$ cat src/hw/rtl/sctp_chunk_bundling_admission_core_assert.svh
// Assertion macros for the chunk bundling admission block.
// Used by sctp_chunk_bundling_admission_core.sv; empty when SYNTHESIS is defined.
`ifndef SCTP_CHUNK_BUNDLING_ADMISSION_CORE_ASSERT_SVH
`define SCTP_CHUNK_BUNDLING_ADMISSION_CORE_ASSERT_SVH

`ifndef SYNTHESIS
// Checked on every rising edge, switched off while reset is asserted.
`define SCBA_ASSERT(lbl, clk, rstn, prop, msg) \
  lbl: assert property (@(posedge clk) disable iff (!rstn) prop) else $error(msg);
// Checked on every rising edge, reset included.
`define SCBA_ASSERT_ALWAYS(lbl, clk, prop, msg) \
  lbl: assert property (@(posedge clk) prop) else $error(msg);
`else
`define SCBA_ASSERT(lbl, clk, rstn, prop, msg)
`define SCBA_ASSERT_ALWAYS(lbl, clk, prop, msg)
`endif

`endif

$ cat src/hw/rtl/sctp_cba_pkg.sv
// Package for the chunk bundling admission block: request and status codes,
// reset values and sizes. No dependencies.
`timescale 1ns / 1ps

package sctp_cba_pkg;

  localparam int unsigned DATA_HDR_BYTES = 16;

  localparam int unsigned MTU_W   = 16;
  localparam int unsigned BURST_W = 8;
  localparam int unsigned OVH_W   = 8;
  localparam int unsigned LEN_W   = 16;
  localparam int unsigned SIZE_W  = 17;
  localparam int unsigned WIN_W   = 32;
  localparam int unsigned CFG_W   = 16;
  localparam int unsigned CFG_IDX_W = 2;

  localparam logic [MTU_W-1:0]   PATH_MTU_RST  = 16'd1500;
  localparam logic [BURST_W-1:0] BURST_LIM_RST = 8'd4;
  localparam logic [OVH_W-1:0]   HDR_OVH_RST   = 8'd32;

  localparam logic [SIZE_W-1:0] SIZE_MAX = 17'h1_FFFF;

  // Configuration register indexes
  localparam logic [CFG_IDX_W-1:0] CFG_IDX_PATH_MTU  = 2'd0;
  localparam logic [CFG_IDX_W-1:0] CFG_IDX_BURST_LIM = 2'd1;
  localparam logic [CFG_IDX_W-1:0] CFG_IDX_HDR_OVH   = 2'd2;

  typedef enum logic [1:0] {
    REQ_OFFER = 2'd0,
    REQ_FLUSH = 2'd1,
    REQ_LOAD  = 2'd2,
    REQ_NEW   = 2'd3
  } req_type_e;

  typedef enum logic [1:0] {
    ST_OK        = 2'd0,
    ST_PKT_FULL  = 2'd1,
    ST_WIN_FULL  = 2'd2,
    ST_MUST_FRAG = 2'd3
  } status_e;

  typedef struct packed {
    req_type_e         req_type;
    logic [LEN_W-1:0]  chunk_length;
    logic              is_data;
    logic              has_tsn;
    logic              is_cookie_echo;
    logic              fast_rtx;
    logic [WIN_W-1:0]  load_cwnd;
    logic [WIN_W-1:0]  load_flight;
    logic [WIN_W-1:0]  load_rwnd;
    logic [WIN_W-1:0]  load_outstanding;
  } req_t;

  typedef struct packed {
    status_e           status;
    logic              flushed;
    logic [SIZE_W-1:0] flushed_size;
    logic [SIZE_W-1:0] packet_size;
    logic              ip_frag_ok;
    logic              cookie_present;
    logic [WIN_W-1:0]  cwnd_now;
    logic [WIN_W-1:0]  rwnd_now;
  } rsp_t;

endpackage

$ cat src/hw/rtl/sctp_cba_if.sv
// Valid/ready channel interfaces for chunk requests and admission results.
// Depends on sctp_cba_pkg.
`timescale 1ns / 1ps

interface sctp_cba_req_if import sctp_cba_pkg::*; ();
  logic             valid;
  logic             ready;
  req_type_e        req_type;
  logic [LEN_W-1:0] chunk_length;
  logic             is_data;
  logic             has_tsn;
  logic             is_cookie_echo;
  logic             fast_rtx;
  logic [WIN_W-1:0] load_cwnd;
  logic [WIN_W-1:0] load_flight;
  logic [WIN_W-1:0] load_rwnd;
  logic [WIN_W-1:0] load_outstanding;

  modport source (
    output valid, req_type, chunk_length, is_data, has_tsn, is_cookie_echo,
           fast_rtx, load_cwnd, load_flight, load_rwnd, load_outstanding,
    input  ready
  );
  modport sink (
    input  valid, req_type, chunk_length, is_data, has_tsn, is_cookie_echo,
           fast_rtx, load_cwnd, load_flight, load_rwnd, load_outstanding,
    output ready
  );
endinterface

interface sctp_cba_rsp_if import sctp_cba_pkg::*; ();
  logic              valid;
  logic              ready;
  status_e           status;
  logic              flushed;
  logic [SIZE_W-1:0] flushed_size;
  logic [SIZE_W-1:0] packet_size;
  logic              ip_frag_ok;
  logic              cookie_present;
  logic [WIN_W-1:0]  cwnd_now;
  logic [WIN_W-1:0]  rwnd_now;

  modport source (
    output valid, status, flushed, flushed_size, packet_size, ip_frag_ok,
           cookie_present, cwnd_now, rwnd_now,
    input  ready
  );
  modport sink (
    input  valid, status, flushed, flushed_size, packet_size, ip_frag_ok,
           cookie_present, cwnd_now, rwnd_now,
    output ready
  );
endinterface

$ cat src/hw/rtl/sctp_chunk_bundling_admission_core.sv
// SCTP chunk bundling admission: one decision per request.
// A request is captured in the input register, passes the decision logic and
// is registered in the result register.
// Throughput: one request per cycle while rsp_o.ready holds; the packet/window state
// commits as the request moves into the result register, so the next one sees it at once.
// Reset (async, active low): window counters and flags zero, pkt_size 32.
`timescale 1ns / 1ps
`include "sctp_chunk_bundling_admission_core_assert.svh"

module sctp_chunk_bundling_admission_core import sctp_cba_pkg::*; (
  input  logic                 clk_i,
  input  logic                 rst_ni,
  input  logic                 cfg_we_i,
  input  logic [CFG_IDX_W-1:0] cfg_idx_i,
  input  logic [CFG_W-1:0]     cfg_data_i,
  sctp_cba_req_if.sink         req_i,
  sctp_cba_rsp_if.source       rsp_o
);

  // ---------------------------------------------------------------------
  // Configuration registers
  // ---------------------------------------------------------------------
  logic [MTU_W-1:0]   mtu_q;
  logic [BURST_W-1:0] burst_q;
  logic [OVH_W-1:0]   ovh_q;

  always_ff @(posedge clk_i or negedge rst_ni) begin
    if (!rst_ni) begin
      mtu_q   <= PATH_MTU_RST;
      burst_q <= BURST_LIM_RST;
      ovh_q   <= HDR_OVH_RST;
    end else if (cfg_we_i) begin
      case (cfg_idx_i)
        CFG_IDX_PATH_MTU:  mtu_q   <= cfg_data_i[MTU_W-1:0];
        CFG_IDX_BURST_LIM: burst_q <= cfg_data_i[BURST_W-1:0];
        CFG_IDX_HDR_OVH:   ovh_q   <= cfg_data_i[OVH_W-1:0];
        default: ;  // unused index, write dropped
      endcase
    end
  end

  // ---------------------------------------------------------------------
  // Handshake: input register (s1) feeding the result register
  // ---------------------------------------------------------------------
  logic s1_valid_q;
  req_t s1_q;
  logic rsp_valid_q;
  rsp_t rsp_q;
  logic s2_load;
  logic in_fire;

  assign s2_load     = s1_valid_q && (!rsp_valid_q || rsp_o.ready);
  assign req_i.ready = !s1_valid_q || s2_load;
  assign in_fire     = req_i.valid && req_i.ready;

  always_ff @(posedge clk_i or negedge rst_ni) begin
    if (!rst_ni) begin
      s1_valid_q  <= 1'b0;
      rsp_valid_q <= 1'b0;
    end else begin
      if (in_fire)      s1_valid_q <= 1'b1;
      else if (s2_load) s1_valid_q <= 1'b0;
      if (s2_load)          rsp_valid_q <= 1'b1;
      else if (rsp_o.ready) rsp_valid_q <= 1'b0;
    end
  end

  // Payload registers, no reset needed
  always_ff @(posedge clk_i) begin
    if (in_fire) begin
      s1_q.req_type         <= req_i.req_type;
      s1_q.chunk_length     <= req_i.chunk_length;
      s1_q.is_data          <= req_i.is_data;
      s1_q.has_tsn          <= req_i.has_tsn;
      s1_q.is_cookie_echo   <= req_i.is_cookie_echo;
      s1_q.fast_rtx         <= req_i.fast_rtx;
      s1_q.load_cwnd        <= req_i.load_cwnd;
      s1_q.load_flight      <= req_i.load_flight;
      s1_q.load_rwnd        <= req_i.load_rwnd;
      s1_q.load_outstanding <= req_i.load_outstanding;
    end
  end

  // ---------------------------------------------------------------------
  // Packet and window state
  // ---------------------------------------------------------------------
  logic [SIZE_W-1:0] pkt_q, pkt_d;
  logic              hc_q, hc_d;          // packet holds at least one chunk
  logic              cookie_q, cookie_d;
  logic              frag_q, frag_d;
  logic [WIN_W-1:0]  cwnd_q, cwnd_d;
  logic [WIN_W-1:0]  flight_q, flight_d;
  logic [WIN_W-1:0]  rwnd_q, rwnd_d;
  logic [WIN_W-1:0]  outst_q, outst_d;

  always_ff @(posedge clk_i or negedge rst_ni) begin
    if (!rst_ni) begin
      pkt_q    <= SIZE_W'(HDR_OVH_RST);
      hc_q     <= 1'b0;
      cookie_q <= 1'b0;
      frag_q   <= 1'b0;
      cwnd_q   <= '0;
      flight_q <= '0;
      rwnd_q   <= '0;
      outst_q  <= '0;
    end else if (s2_load) begin
      pkt_q    <= pkt_d;
      hc_q     <= hc_d;
      cookie_q <= cookie_d;
      frag_q   <= frag_d;
      cwnd_q   <= cwnd_d;
      flight_q <= flight_d;
      rwnd_q   <= rwnd_d;
      outst_q  <= outst_d;
    end
  end

  // ---------------------------------------------------------------------
  // Decision datapath
  // ---------------------------------------------------------------------
  logic [SIZE_W-1:0]  rlen_sum;
  logic [SIZE_W-1:0]  rlen;             // length rounded up to a multiple of 4
  logic [LEN_W-1:0]   payload;          // DATA payload bytes
  logic [SIZE_W:0]    cur_sum;
  logic               full_hit;         // does not fit a non-empty packet
  logic               flush_first;      // send the packet, then retry
  logic [SIZE_W-1:0]  base_size;
  logic [SIZE_W:0]    base_sum;
  logic               too_big;
  logic [MTU_W+BURST_W-1:0] burst_bytes;
  logic [WIN_W:0]     burst_sum;
  logic [WIN_W-1:0]   cwnd_cl;
  logic               rwnd_fail;
  logic               cwnd_fail;
  logic [WIN_W:0]     flight_sum;
  logic [WIN_W:0]     outst_sum;

  assign rlen_sum = {1'b0, s1_q.chunk_length} + SIZE_W'(3);
  assign rlen     = {rlen_sum[SIZE_W-1:2], 2'b00};
  assign payload  = (s1_q.chunk_length > LEN_W'(DATA_HDR_BYTES))
                  ? s1_q.chunk_length - LEN_W'(DATA_HDR_BYTES) : '0;

  assign cur_sum     = {1'b0, pkt_q} + {1'b0, rlen};
  assign full_hit    = hc_q && (cur_sum > (SIZE_W+1)'(mtu_q));
  assign flush_first = full_hit && !cookie_q;
  // After a flush the retry runs on an empty packet of header size.
  assign base_size   = flush_first ? SIZE_W'(ovh_q) : pkt_q;
  assign base_sum    = {1'b0, base_size} + {1'b0, rlen};
  assign too_big     = base_sum > (SIZE_W+1)'(mtu_q);

  // Burst clamp: cwnd may not exceed flight + burst limit * MTU
  assign burst_bytes = (MTU_W+BURST_W)'(burst_q) * (MTU_W+BURST_W)'(mtu_q);
  assign burst_sum   = {1'b0, flight_q} + (WIN_W+1)'(burst_bytes);
  assign cwnd_cl     = (burst_sum < {1'b0, cwnd_q}) ? burst_sum[WIN_W-1:0] : cwnd_q;

  assign rwnd_fail  = (WIN_W'(payload) > rwnd_q) && (outst_q != '0);
  assign cwnd_fail  = !s1_q.fast_rtx && (flight_q >= cwnd_cl);
  assign flight_sum = {1'b0, flight_q} + (WIN_W+1)'(payload);
  assign outst_sum  = {1'b0, outst_q} + (WIN_W+1)'(payload);

  status_e           status;
  logic              flushed;
  logic [SIZE_W-1:0] flushed_size;

  always_comb begin
    logic admit;
    admit        = 1'b0;
    pkt_d        = pkt_q;
    hc_d         = hc_q;
    cookie_d     = cookie_q;
    frag_d       = frag_q;
    cwnd_d       = cwnd_q;
    flight_d     = flight_q;
    rwnd_d       = rwnd_q;
    outst_d      = outst_q;
    status       = ST_OK;
    flushed      = 1'b0;
    flushed_size = '0;

    case (s1_q.req_type)
      REQ_OFFER: begin
        if (full_hit && cookie_q) begin
          // cookie echo bundled: the packet is held, chunk refused
          status = ST_PKT_FULL;
        end else begin
          if (flush_first) begin
            flushed      = 1'b1;
            flushed_size = pkt_q;
            pkt_d        = SIZE_W'(ovh_q);
            hc_d         = 1'b0;
          end
          if (too_big && s1_q.is_data && !s1_q.has_tsn) begin
            status = ST_MUST_FRAG;
          end else begin
            if (too_big) frag_d = 1'b1;   // lone oversized chunk
            admit = 1'b1;
            if (s1_q.is_data) begin
              if (rwnd_fail) begin
                status = ST_WIN_FULL;
                admit  = 1'b0;
              end else begin
                cwnd_d = cwnd_cl;
                if (cwnd_fail) begin
                  status = ST_WIN_FULL;
                  admit  = 1'b0;
                end else begin
                  flight_d = flight_sum[WIN_W] ? '1 : flight_sum[WIN_W-1:0];
                  outst_d  = outst_sum[WIN_W] ? '1 : outst_sum[WIN_W-1:0];
                  rwnd_d   = (WIN_W'(payload) < rwnd_q) ? rwnd_q - WIN_W'(payload) : '0;
                end
              end
            end else if (s1_q.is_cookie_echo) begin
              cookie_d = 1'b1;
            end
            if (admit) begin
              pkt_d = base_sum[SIZE_W] ? SIZE_MAX : base_sum[SIZE_W-1:0];
              hc_d  = 1'b1;
            end
          end
        end
      end
      REQ_FLUSH: begin
        flushed      = hc_q;
        flushed_size = hc_q ? pkt_q : '0;
        pkt_d        = SIZE_W'(ovh_q);
        hc_d         = 1'b0;
      end
      REQ_LOAD: begin
        cwnd_d   = s1_q.load_cwnd;
        flight_d = s1_q.load_flight;
        rwnd_d   = s1_q.load_rwnd;
        outst_d  = s1_q.load_outstanding;
      end
      REQ_NEW: begin
        cookie_d = 1'b0;
        frag_d   = 1'b0;
        if (!hc_q) pkt_d = SIZE_W'(ovh_q);
      end
      default: ;
    endcase
  end

  // ---------------------------------------------------------------------
  // Result register
  // ---------------------------------------------------------------------
  always_ff @(posedge clk_i) begin
    if (s2_load) begin
      rsp_q.status         <= status;
      rsp_q.flushed        <= flushed;
      rsp_q.flushed_size   <= flushed_size;
      rsp_q.packet_size    <= pkt_d;
      rsp_q.ip_frag_ok     <= frag_d;
      rsp_q.cookie_present <= cookie_d;
      rsp_q.cwnd_now       <= cwnd_d;
      rsp_q.rwnd_now       <= rwnd_d;
    end
  end

  assign rsp_o.valid          = rsp_valid_q;
  assign rsp_o.status         = rsp_q.status;
  assign rsp_o.flushed        = rsp_q.flushed;
  assign rsp_o.flushed_size   = rsp_q.flushed_size;
  assign rsp_o.packet_size    = rsp_q.packet_size;
  assign rsp_o.ip_frag_ok     = rsp_q.ip_frag_ok;
  assign rsp_o.cookie_present = rsp_q.cookie_present;
  assign rsp_o.cwnd_now       = rsp_q.cwnd_now;
  assign rsp_o.rwnd_now       = rsp_q.rwnd_now;

  // ---------------------------------------------------------------------
  // Assertions
  // ---------------------------------------------------------------------
  `SCBA_ASSERT(a_noflush_nosize, clk_i, rst_ni,
               rsp_valid_q && !rsp_q.flushed |-> rsp_q.flushed_size == '0,
               "flushed_size set without a flush")
  `SCBA_ASSERT(a_full_holds_pkt, clk_i, rst_ni,
               rsp_valid_q && rsp_q.status == ST_PKT_FULL |->
                 !rsp_q.flushed && rsp_q.cookie_present,
               "packet full reported although the packet could be sent")
  `SCBA_ASSERT(a_s1_moves, clk_i, rst_ni,
               s2_load |=> rsp_valid_q && !$stable(rsp_valid_q) || rsp_valid_q,
               "decision lost on its way to the result register")
  `SCBA_ASSERT_ALWAYS(a_stall_only_full, clk_i, !req_i.ready |-> s1_valid_q,
                      "request refused with an empty input register")

endmodule

$ cat src/flat_wrapper.sv
// flat-port wrapper written by rule: the top's interface ports become plain ports
module sctp_chunk_bundling_admission_core_flat import sctp_cba_pkg::*;
  (clk_i, rst_ni, cfg_we_i, cfg_idx_i, cfg_data_i, req_i_valid, req_i_req_type, req_i_chunk_length, req_i_is_data, req_i_has_tsn, req_i_is_cookie_echo, req_i_fast_rtx, req_i_load_cwnd, req_i_load_flight, req_i_load_rwnd, req_i_load_outstanding, req_i_ready, rsp_o_valid, rsp_o_status, rsp_o_flushed, rsp_o_flushed_size, rsp_o_packet_size, rsp_o_ip_frag_ok, rsp_o_cookie_present, rsp_o_cwnd_now, rsp_o_rwnd_now, rsp_o_ready);
  sctp_cba_req_if req_i_i ();
  sctp_cba_rsp_if rsp_o_i ();
  input  logic clk_i;
  input  logic rst_ni;
  input  logic cfg_we_i;
  input  logic [CFG_IDX_W-1:0] cfg_idx_i;
  input  logic [CFG_W-1:0] cfg_data_i;
  input wire logic [$bits(req_i_i.valid)-1:0] req_i_valid;
  input wire logic [$bits(req_i_i.req_type)-1:0] req_i_req_type;
  input wire logic [$bits(req_i_i.chunk_length)-1:0] req_i_chunk_length;
  input wire logic [$bits(req_i_i.is_data)-1:0] req_i_is_data;
  input wire logic [$bits(req_i_i.has_tsn)-1:0] req_i_has_tsn;
  input wire logic [$bits(req_i_i.is_cookie_echo)-1:0] req_i_is_cookie_echo;
  input wire logic [$bits(req_i_i.fast_rtx)-1:0] req_i_fast_rtx;
  input wire logic [$bits(req_i_i.load_cwnd)-1:0] req_i_load_cwnd;
  input wire logic [$bits(req_i_i.load_flight)-1:0] req_i_load_flight;
  input wire logic [$bits(req_i_i.load_rwnd)-1:0] req_i_load_rwnd;
  input wire logic [$bits(req_i_i.load_outstanding)-1:0] req_i_load_outstanding;
  output wire logic [$bits(req_i_i.ready)-1:0] req_i_ready;
  output wire logic [$bits(rsp_o_i.valid)-1:0] rsp_o_valid;
  output wire logic [$bits(rsp_o_i.status)-1:0] rsp_o_status;
  output wire logic [$bits(rsp_o_i.flushed)-1:0] rsp_o_flushed;
  output wire logic [$bits(rsp_o_i.flushed_size)-1:0] rsp_o_flushed_size;
  output wire logic [$bits(rsp_o_i.packet_size)-1:0] rsp_o_packet_size;
  output wire logic [$bits(rsp_o_i.ip_frag_ok)-1:0] rsp_o_ip_frag_ok;
  output wire logic [$bits(rsp_o_i.cookie_present)-1:0] rsp_o_cookie_present;
  output wire logic [$bits(rsp_o_i.cwnd_now)-1:0] rsp_o_cwnd_now;
  output wire logic [$bits(rsp_o_i.rwnd_now)-1:0] rsp_o_rwnd_now;
  input wire logic [$bits(rsp_o_i.ready)-1:0] rsp_o_ready;
  assign req_i_i.valid = req_i_valid;
  assign req_i_i.req_type = req_i_req_type;
  assign req_i_i.chunk_length = req_i_chunk_length;
  assign req_i_i.is_data = req_i_is_data;
  assign req_i_i.has_tsn = req_i_has_tsn;
  assign req_i_i.is_cookie_echo = req_i_is_cookie_echo;
  assign req_i_i.fast_rtx = req_i_fast_rtx;
  assign req_i_i.load_cwnd = req_i_load_cwnd;
  assign req_i_i.load_flight = req_i_load_flight;
  assign req_i_i.load_rwnd = req_i_load_rwnd;
  assign req_i_i.load_outstanding = req_i_load_outstanding;
  assign req_i_ready = req_i_i.ready;
  assign rsp_o_valid = rsp_o_i.valid;
  assign rsp_o_status = rsp_o_i.status;
  assign rsp_o_flushed = rsp_o_i.flushed;
  assign rsp_o_flushed_size = rsp_o_i.flushed_size;
  assign rsp_o_packet_size = rsp_o_i.packet_size;
  assign rsp_o_ip_frag_ok = rsp_o_i.ip_frag_ok;
  assign rsp_o_cookie_present = rsp_o_i.cookie_present;
  assign rsp_o_cwnd_now = rsp_o_i.cwnd_now;
  assign rsp_o_rwnd_now = rsp_o_i.rwnd_now;
  assign rsp_o_i.ready = rsp_o_ready;
  sctp_chunk_bundling_admission_core u_core (.clk_i(clk_i), .rst_ni(rst_ni), .cfg_we_i(cfg_we_i), .cfg_idx_i(cfg_idx_i), .cfg_data_i(cfg_data_i), .req_i(req_i_i), .rsp_o(rsp_o_i));
endmodule
$ cat config.mk
export PLATFORM = sky130hd
export DESIGN_NAME = sctp_chunk_bundling_admission_core_flat
export DESIGN_NICKNAME = d
export VERILOG_FILES = /design/src/hw/rtl/sctp_cba_pkg.sv /design/src/hw/rtl/sctp_cba_if.sv /design/src/hw/rtl/sctp_chunk_bundling_admission_core.sv /design/src/flat_wrapper.sv
export VERILOG_INCLUDE_DIRS = /design/src /design/src/hw/rtl
export SDC_FILE = /design/constraint.sdc
export NUM_CORES = 1
export LEC_CHECK = 0
export BUFFER_PORTS_ARGS = -buffer_cell sky130_fd_sc_hd__buf_2
export CAP_MARGIN = 20
export CORE_AREA = 2 2 261 263
export CTS_BUF_LIST = sky130_fd_sc_hd__clkbuf_8 sky130_fd_sc_hd__clkbuf_16
export CTS_CLUSTER_DIAMETER = 40
export DETAILED_ROUTE_END_ITERATION = 8
export DIE_AREA = 0 0 263 265
export PLACE_DENSITY = 0.65
export SLEW_MARGIN = 20
export SYNTH_ARGS = -nofsm -noshare
export SYNTH_HDL_FRONTEND = slang
export SYNTH_SLANG_ARGS = --single-unit
$ cat constraint.sdc
create_clock -name clk_i -period 9.38 [get_ports clk_i]
set_clock_uncertainty 0.1 [all_clocks]
set_input_delay 0.469 -clock clk_i [delete_from_list [all_inputs] [get_ports clk_i]]
set_output_delay 0.469 -clock clk_i [all_outputs]
set_load 0.01 [all_outputs]
==> results of run 1 <==
-- area by class of cell --
class / count / area share [%]
Tap cell: 873 / 2.615
Multi-Input combinational cell: 2208 / 43.70
Inverter: 271 / 2.453
Clock inverter: 63 / 1.800
Clock buffer: 75 / 4.465
Sequential cell: 435 / 29.15
Timing Repair Buffer: 867 / 15.83
-- worst max-delay path, delay by kind of cell (launching register included) --
family                   cells  cell delay (ns)
AND/OR/NAND/NOR              9             1.43
flip-flops                   1             0.55
buffers and inverters        9             1.14
AO/OA/AOI/OAI               14             3.26
multiplexers                 1             0.23
adder cells (fa/ha/maj)      7             2.72
-- layout by cell type, fill, tap and decap left out, types with 29 or more instances in the layout --
cell,instances
dlygate4sd3_1,158
o21a_1,29
xnor2_1,62
o21ai_0,184
a21o_1,62
o211ai_1,30
nor2_1,106
fa_1,105
dfrtp_1,162
and2_1,106
a21oi_1,145
ha_1,199
buf_2,276
a22o_1,32
edfxtp_1,253
o22ai_1,48
o221ai_1,37
nand4_1,30
buf_4,377
mux2_2,35
buf_6,33
a31oi_1,50
nand3_1,80
clkbuf_16,77
inv_1,268
nand2_1,210
-- per-layer routing --
layer	up-vias	part of all wire [%]
li1	12900	-
met1	13810	42
met2	1136	47
met3	276	6.5
met4	2	4.2
met5	-	0.012
-- synthesized netlist by cell type, types with 37 or more instances --
cell type,instances
inv_1,271
edfxtp_1,253
ha_1,229
nand2_1,224
o21ai_0,212
dfrtp_1,172
a21oi_1,166
nor2_1,119
and2_1,117
fa_1,111
clkbuf_1,104
nand3_1,82
xnor2_1,72
a21o_1,62
a31oi_1,53
o22ai_1,49
o221ai_1,41
nor3_1,39
mux2_2,37
-- flip-flops by register name (all words and copies together), names as in the netlist, 32 cells and up --
register and count:
u_core.cwnd_q 32, u_core.flight_q 32, u_core.outst_q 32, u_core.rsp_o.cwnd_now 32
u_core.rsp_o.rwnd_now 32, u_core.rwnd_q 32, u_core.s1_q 150
-- kinds of logic after synthesis --
family	Yosys count	synth area share [%]
multiplexers	69	2.417
XOR/XNOR	99	2.844
AO/OA/AOI/OAI	907	19.98
AND/OR/NAND/NOR	791	13.19
adder cells (fa/ha/maj)	340	16.69
buffers and inverters	398	4.986
flip-flops	435	39.90
-- per-stage QoR --
| step | worst slack [ns] | area (sq um) | setup TNS [ns] |
|---|---|---|---|
| after detailed placement | -0.6073 | 35200 | -72.63 |
| after global routing | -0.5562 | 41780 | -56.45 |
| final | -0.2827 | 41780 | -13.22 |
| after CTS | -0.06825 | 40390 | -0.1478 |
| after global placement | -0.4919 | 35200 | -48.45 |
| after floorplan | 0.01791 | 30530 | 0 |
-- path summary, 6_finish.rpt --
kind	from	endpoint	slack, ns	cells after the start
worst max-delay path	u_core.mtu_q[4]	u_core.rsp_o.packet_size[14]	-0.28	40
max in group asynchronous	rst_ni	u_core.outst_q[24]	6.75	4
worst max register to register	u_core.mtu_q[4]	u_core.rsp_o.packet_size[14]	-0.28	40
worst min register to register	u_core.ovh_q[0]	u_core.ovh_q[0]	0.41	1
worst min-delay path	cfg_data_i[4]	u_core.mtu_q[4]	0.03	3
min in group asynchronous	rst_ni	u_core.pkt_q[10]	0.32	2
-- repair_timing --
action | 4_1_cts | 5_1_grt
setup endpoints to repair | 227 | 228
setup buffers | 45 | 47
hold buffers | 158 | 0
gates resized for setup | 138 | 197
gates cloned | 1 | 4
hold endpoints to repair | 217 | 0
pin swaps | 89 | 112
==> metrics.txt, run 1 <==
outcome=finished with violations; violations in the final reports=setup timing; critical path startpoint category=flop; min setup slack post-route=-0.2827 ns; post-layout minimum cycle time=slightly below 10 ns; final cycle utilization of the critical path=103.0%; pin slew with the least headroom to its limit=between 1 and 1.5 ns; layout cell share with drive strength beyond 1=~29%; post-synthesis instance area=30490 sq um; final wirelength=between 100000 and 150000 um; CTS H-tree lvls=3; Die X=about 260 um; number of antenna violations at the first check in global routing=1; area of the multi-input gates=about 18000 sq um; final instance count without filler cells=approximately 4800; worst slew margin relative to its limit=a little over a fifth; GRT met2 Usage=about half; number of iterations in the first detailed-routing pass=6; Final Max Slew Viols=0; number of buffers on the longest clock path=3; number of global-route vias before repair=between 20000 and 30000; global-route wire length before repair=~160000 um; count of max-cap constraint violations=0; endpoint kind of the worst setup timing path=flop; Syn Area/Cell=around 10 sq um; GRT Overall Usage=between 20% and 30%; initial core utilization=~46%; Die Footprint=69700 sq um; number of placed I/O pins=278; total congestion overflow=0; later-pin clock latency in the skew report=between 0.6 and 0.7 ns; asr flop ratio synth=between 40% and 50%; Inserted Clock Buffers=74; Synthesis Warnings=0; relative area change from synthesis to final layout=37.04%; pin count of the biggest net entering global routing=130; Post-synth EDFFs=roughly 250; clock tree from TritonCTS=built; highest-delay cell along the critical path=dfstp_2; register bit count reported by yosys=435; Post-Route Utilization=a little over three fifths; Top cell by count, worst path=fa_1; clock sink count=~440; kind of critical path=reg -> reg; area fraction of the dominant cell type after synthesis=24.92%; type of the tightest min-delay check=in -> reg; height of the die=roughly 270 um; Routed wire per std cell=roughly 22 um; DR vias/cell=roughly 5.9; DRC violations left=0; Vias=approximately 28000; top_reg_cell synth=edfxtp_1; met1 routing resource usage after global routing=38.77%; number of setup violations in the final report=~120; clock transition at the register clock pins on the worst setup and hold paths after CTS=about 0.060 ns; proportion of synthesized chip area in sequential cells=between 30% and 40%; number of nets in the synthesized netlist=3552; signal arrival time at the worst endpoint=roughly 10 ns; Cell Rows=95; root buffer selected by CTS=clkbuf_16; post-route antenna net violation count=0; total count of hold-check failures in the final report=0; GRT met3 Usage=between 4 and 5%; final net count=4370; unrepaired setup endpoints after global routing=true; number of violations reported at the end of detailed-routing iteration 0=2771; sequential standard cell area=~12000 sq um; fill count=between 5000 and 6000; hpwl dp=about 75000 um; GR peak layer=met2; largest fanout on the critical path=7; # placed instances=~4400; library cell with the largest summed area after synthesis=edfxtp_1; Synth area leaders=edfxtp_1 25%, dfrtp_1 14%, ha_1 9.4%; Peak Freq=just over 100 MHz; worst hold-check slack=roughly 0.029 ns; weighted congestion reported at the end of routability-driven placement=approximately 0.95; Distinct cells, synth=94; instance count of the mapped netlist=~3000; area of the core=around 67000 sq um; total of buffers placed on input and output ports=~280; Antenna Diode Count=0; CP required=about 9.7 ns; Crit path largest cell delay=0.55 ns
Power of run 1 is left out: the tool's default activity adds up to more than one toggle a clock period on the data nets, which glitch-free logic cannot reach.
==> inputs of run 2 (changes only) <==
--- a/config.mk
+++ b/config.mk
@@ -8,12 +8,13 @@
 export LEC_CHECK = 0
 export BUFFER_PORTS_ARGS = -buffer_cell sky130_fd_sc_hd__buf_2
 export CAP_MARGIN = 20
-export CORE_AREA = 2 2 261 263
+export CORE_AREA = 2 2 253 255
 export CTS_BUF_LIST = sky130_fd_sc_hd__clkbuf_8 sky130_fd_sc_hd__clkbuf_16
 export CTS_CLUSTER_DIAMETER = 40
 export DETAILED_ROUTE_END_ITERATION = 8
-export DIE_AREA = 0 0 263 265
-export PLACE_DENSITY = 0.65
+export DIE_AREA = 0 0 255 257
+export PLACE_DENSITY = 0.69
+export REMOVE_ABC_BUFFERS = 1
 export SLEW_MARGIN = 20
 export SYNTH_ARGS = -nofsm -noshare
 export SYNTH_HDL_FRONTEND = slang
==> metrics.txt, run 2 (same netlist as run 1, synthesis figures left out) <==
area after detailed placement=35410 sq um (+0.59%); count of max-cap constraint violations=0 (unchanged); violations in the final reports=setup timing; hpwl dp=81070 um (+7.7%); fill count=4594 (-14%); largest fanout on the critical path=7 (unchanged); weighted congestion reported at the end of routability-driven placement=0.9889 (+4.5%); GRT Overall Usage=34.30% (+5.1 points); Inserted Clock Buffers=78 (+5.4%); CP required=9.65 ns (-0.02 ns); RR Endpoint=u_core.rsp_o.packet_size[5]; pin count of the biggest net entering global routing=76 (-42%); post-route cell area=43570 sq um (+4.3%); Final Max Slew Viols=0 (unchanged); number of global-route vias before repair=29530 (+6.1%); Peak Freq=102.5 MHz (-1.0%); FF-to-FF Start=u_core.mtu_q[3]; endpoint kind of the worst setup timing path=flop; critical path startpoint category=flop; global-route wire length before repair=170800 um (+7.9%); number of buffers on the longest clock path=3 (unchanged); kind of critical path=reg -> reg; highest-delay cell along the critical path=dfstp_2; launching element of the worst setup path=u_core.mtu_q[3]; number of iterations in the first detailed-routing pass=6 (unchanged); register ranked first by flip-flop count=u_core.s1_q; cell count of the worst reg-to-reg path=36 (-10%); final net count=4423 (+1.2%); number of flip-flops in the largest register=150 (unchanged); Die Footprint=65540 sq um (-6.0%); crit path capture=u_core.rsp_o.packet_size[5]; signal arrival time at the worst endpoint=10.03 ns (+0.08 ns); clock sink count=435 (unchanged); final wirelength=116600 um (+10%); number of antenna violations at the first check in global routing=1 (unchanged); Die X=255 um (-3.0%); clock tree from TritonCTS=built; CTS H-tree lvls=3 (unchanged); total count of hold-check failures in the final report=0 (unchanged); number of placed I/O pins=278 (unchanged); Top cell by count, worst path=fa_1; clock transition at the register clock pins on the worst setup and hold paths after CTS=0.05 ns (about the same); total of buffers placed on input and output ports=277 (unchanged); outcome=finished with violations; DR vias/cell=6.061 (+3.3%); later-pin clock latency in the skew report=0.63 ns (about the same); post-route antenna net violation count=0 (unchanged); DRC violations left=0 (unchanged); height of the die=257 um (-3.0%); final cycle utilization of the critical path=104.1% (+1.0 points); Post-Route Utilization=69.45% (+6.9 points); unrepaired setup endpoints after global routing=true; type of the tightest min-delay check=in -> reg; Crit path largest cell delay=0.60 ns (+0.05 ns); worst slew margin relative to its limit=11.72% (-9.2 points); layout cell share with drive strength beyond 1=33.43% (+4.0 points); area of the core=62740 sq um (-6.1%); leading cell types in the layout, fill and taps excluded=384 x buf_4, 278 x buf_2, 271 x inv_1; most common cell after layout, fill and taps aside=buf_4; Vias=29230 (+3.9%); Cell Rows=92 (-3.2%); number of violations reported at the end of detailed-routing iteration 0=2681 (-3.2%); flop2flop setup slack=-0.38 ns (-0.10 ns); min setup slack post-route=-0.3808 ns (-0.09817 ns); relative area change from synthesis to final layout=42.91%; root buffer selected by CTS=clkbuf_16; initial core utilization=48.60% (+3.0 points); post-layout minimum cycle time=9.761 ns (+0.09817 ns); Routed wire per std cell=24.17 um (+9.7%); number of setup violations in the final report=151 (+27%); total congestion overflow=0 (unchanged); pin slew with the least headroom to its limit=1.324 ns (+0.1486 ns); setup TNS=-32.53 ns (-19.31 ns)
-- run 2: changes by cell type in the layout (fill, tap and decap cells not counted), sizes merged --
cell | previous run | this run
buf | 704 | 751
bufbuf | 0 | 1
bufinv | 6 | 9
clkbuf | 80 | 86
clkinv | 21 | 22
clkinvlp | 7 | 9
diode | 0 | 1
dlygate4sd3 | 158 | 162
inv | 300 | 295
o221ai | 43 | 42
or2 | 21 | 20
-- run 2: worst min path at each step --
stage          cells past startpoint            endpoint          start  slack, ns
6_report                           3     u_core.mtu_q[4]  cfg_data_i[4]       0.03
3_3_place_gp                       1  u_core.outst_q[30]         rst_ni       0.36
4_1_cts                            3     u_core.mtu_q[4]  cfg_data_i[4]      0.009
2_1_floorplan                      0   u_core.burst_q[0]         rst_ni       0.07
5_1_grt                            2   u_core.burst_q[0]  cfg_data_i[0]       0.03
3_5_place_dp                       1  u_core.outst_q[29]         rst_ni       0.36
-- run 2: cell type report --
cell class                      instances  area, sq um  share of cell area [%]
Clock inverter                         64        729.5                   1.674
Inverter                              271         1026                   2.355
Multi-Input combinational cell       2206        19240                   44.16
Antenna cell                            1        2.502                0.005744
Tap cell                              846         1059                   2.430
Sequential cell                       435        12170                   27.93
Timing Repair Buffer                  918         7311                   16.78
Clock buffer                           82         2029                   4.658
-- run 2: what timing repair did --
| item | in CTS | in global routing |
|---|---|---|
| cloned | 11 | 5 |
| endpoints found under the hold margin | 211 | 0 |
| resized for setup | 302 | 315 |
| endpoints found under the setup margin | 228 | 228 |
| setup buffers | 65 | 49 |
| hold buffers | 162 | 0 |
| pin swaps | 117 | 144 |
-- run 2: routing by layer --
layer	wire [um]	up-vias	part of all wire [%]	global-route usage, %
met3	10440	354	9.0	7.141
met1	45350	14340	39	44.01
met4	5611	0	4.8	15.69
li1	-	12990	-	-
met5	0	-	0	0
met2	55180	1551	47	55.60
-- run 2: metrics by stage --
step	setup slack (ns)	hold slack [ns]	cells
3_3_place_gp	-0.8436	0.3559	4401
6_report	-0.3808	0.02594	4823
3_5_place_dp	-1.030	0.3559	4401
2_1_floorplan	-1.990	0.07341	2912
5_1_grt	-0.6563	0.02943	4823
4_1_cts	-0.2058	0.009219	4783
-- run 2: critical path, delay by kind of cell, from the launching register on --
| family | cells | cell delay [ns] |
|---|---|---|
| DFF | 1 | 0.60 |
| buffers and inverters | 6 | 0.78 |
| adders and majority gates | 7 | 2.89 |
| and+or+nand+nor | 9 | 1.95 |
| AOI/OAI and AO/OA | 13 | 2.89 |
| muxes | 1 | 0.25 |
Power of run 2 is left out for the same reason.
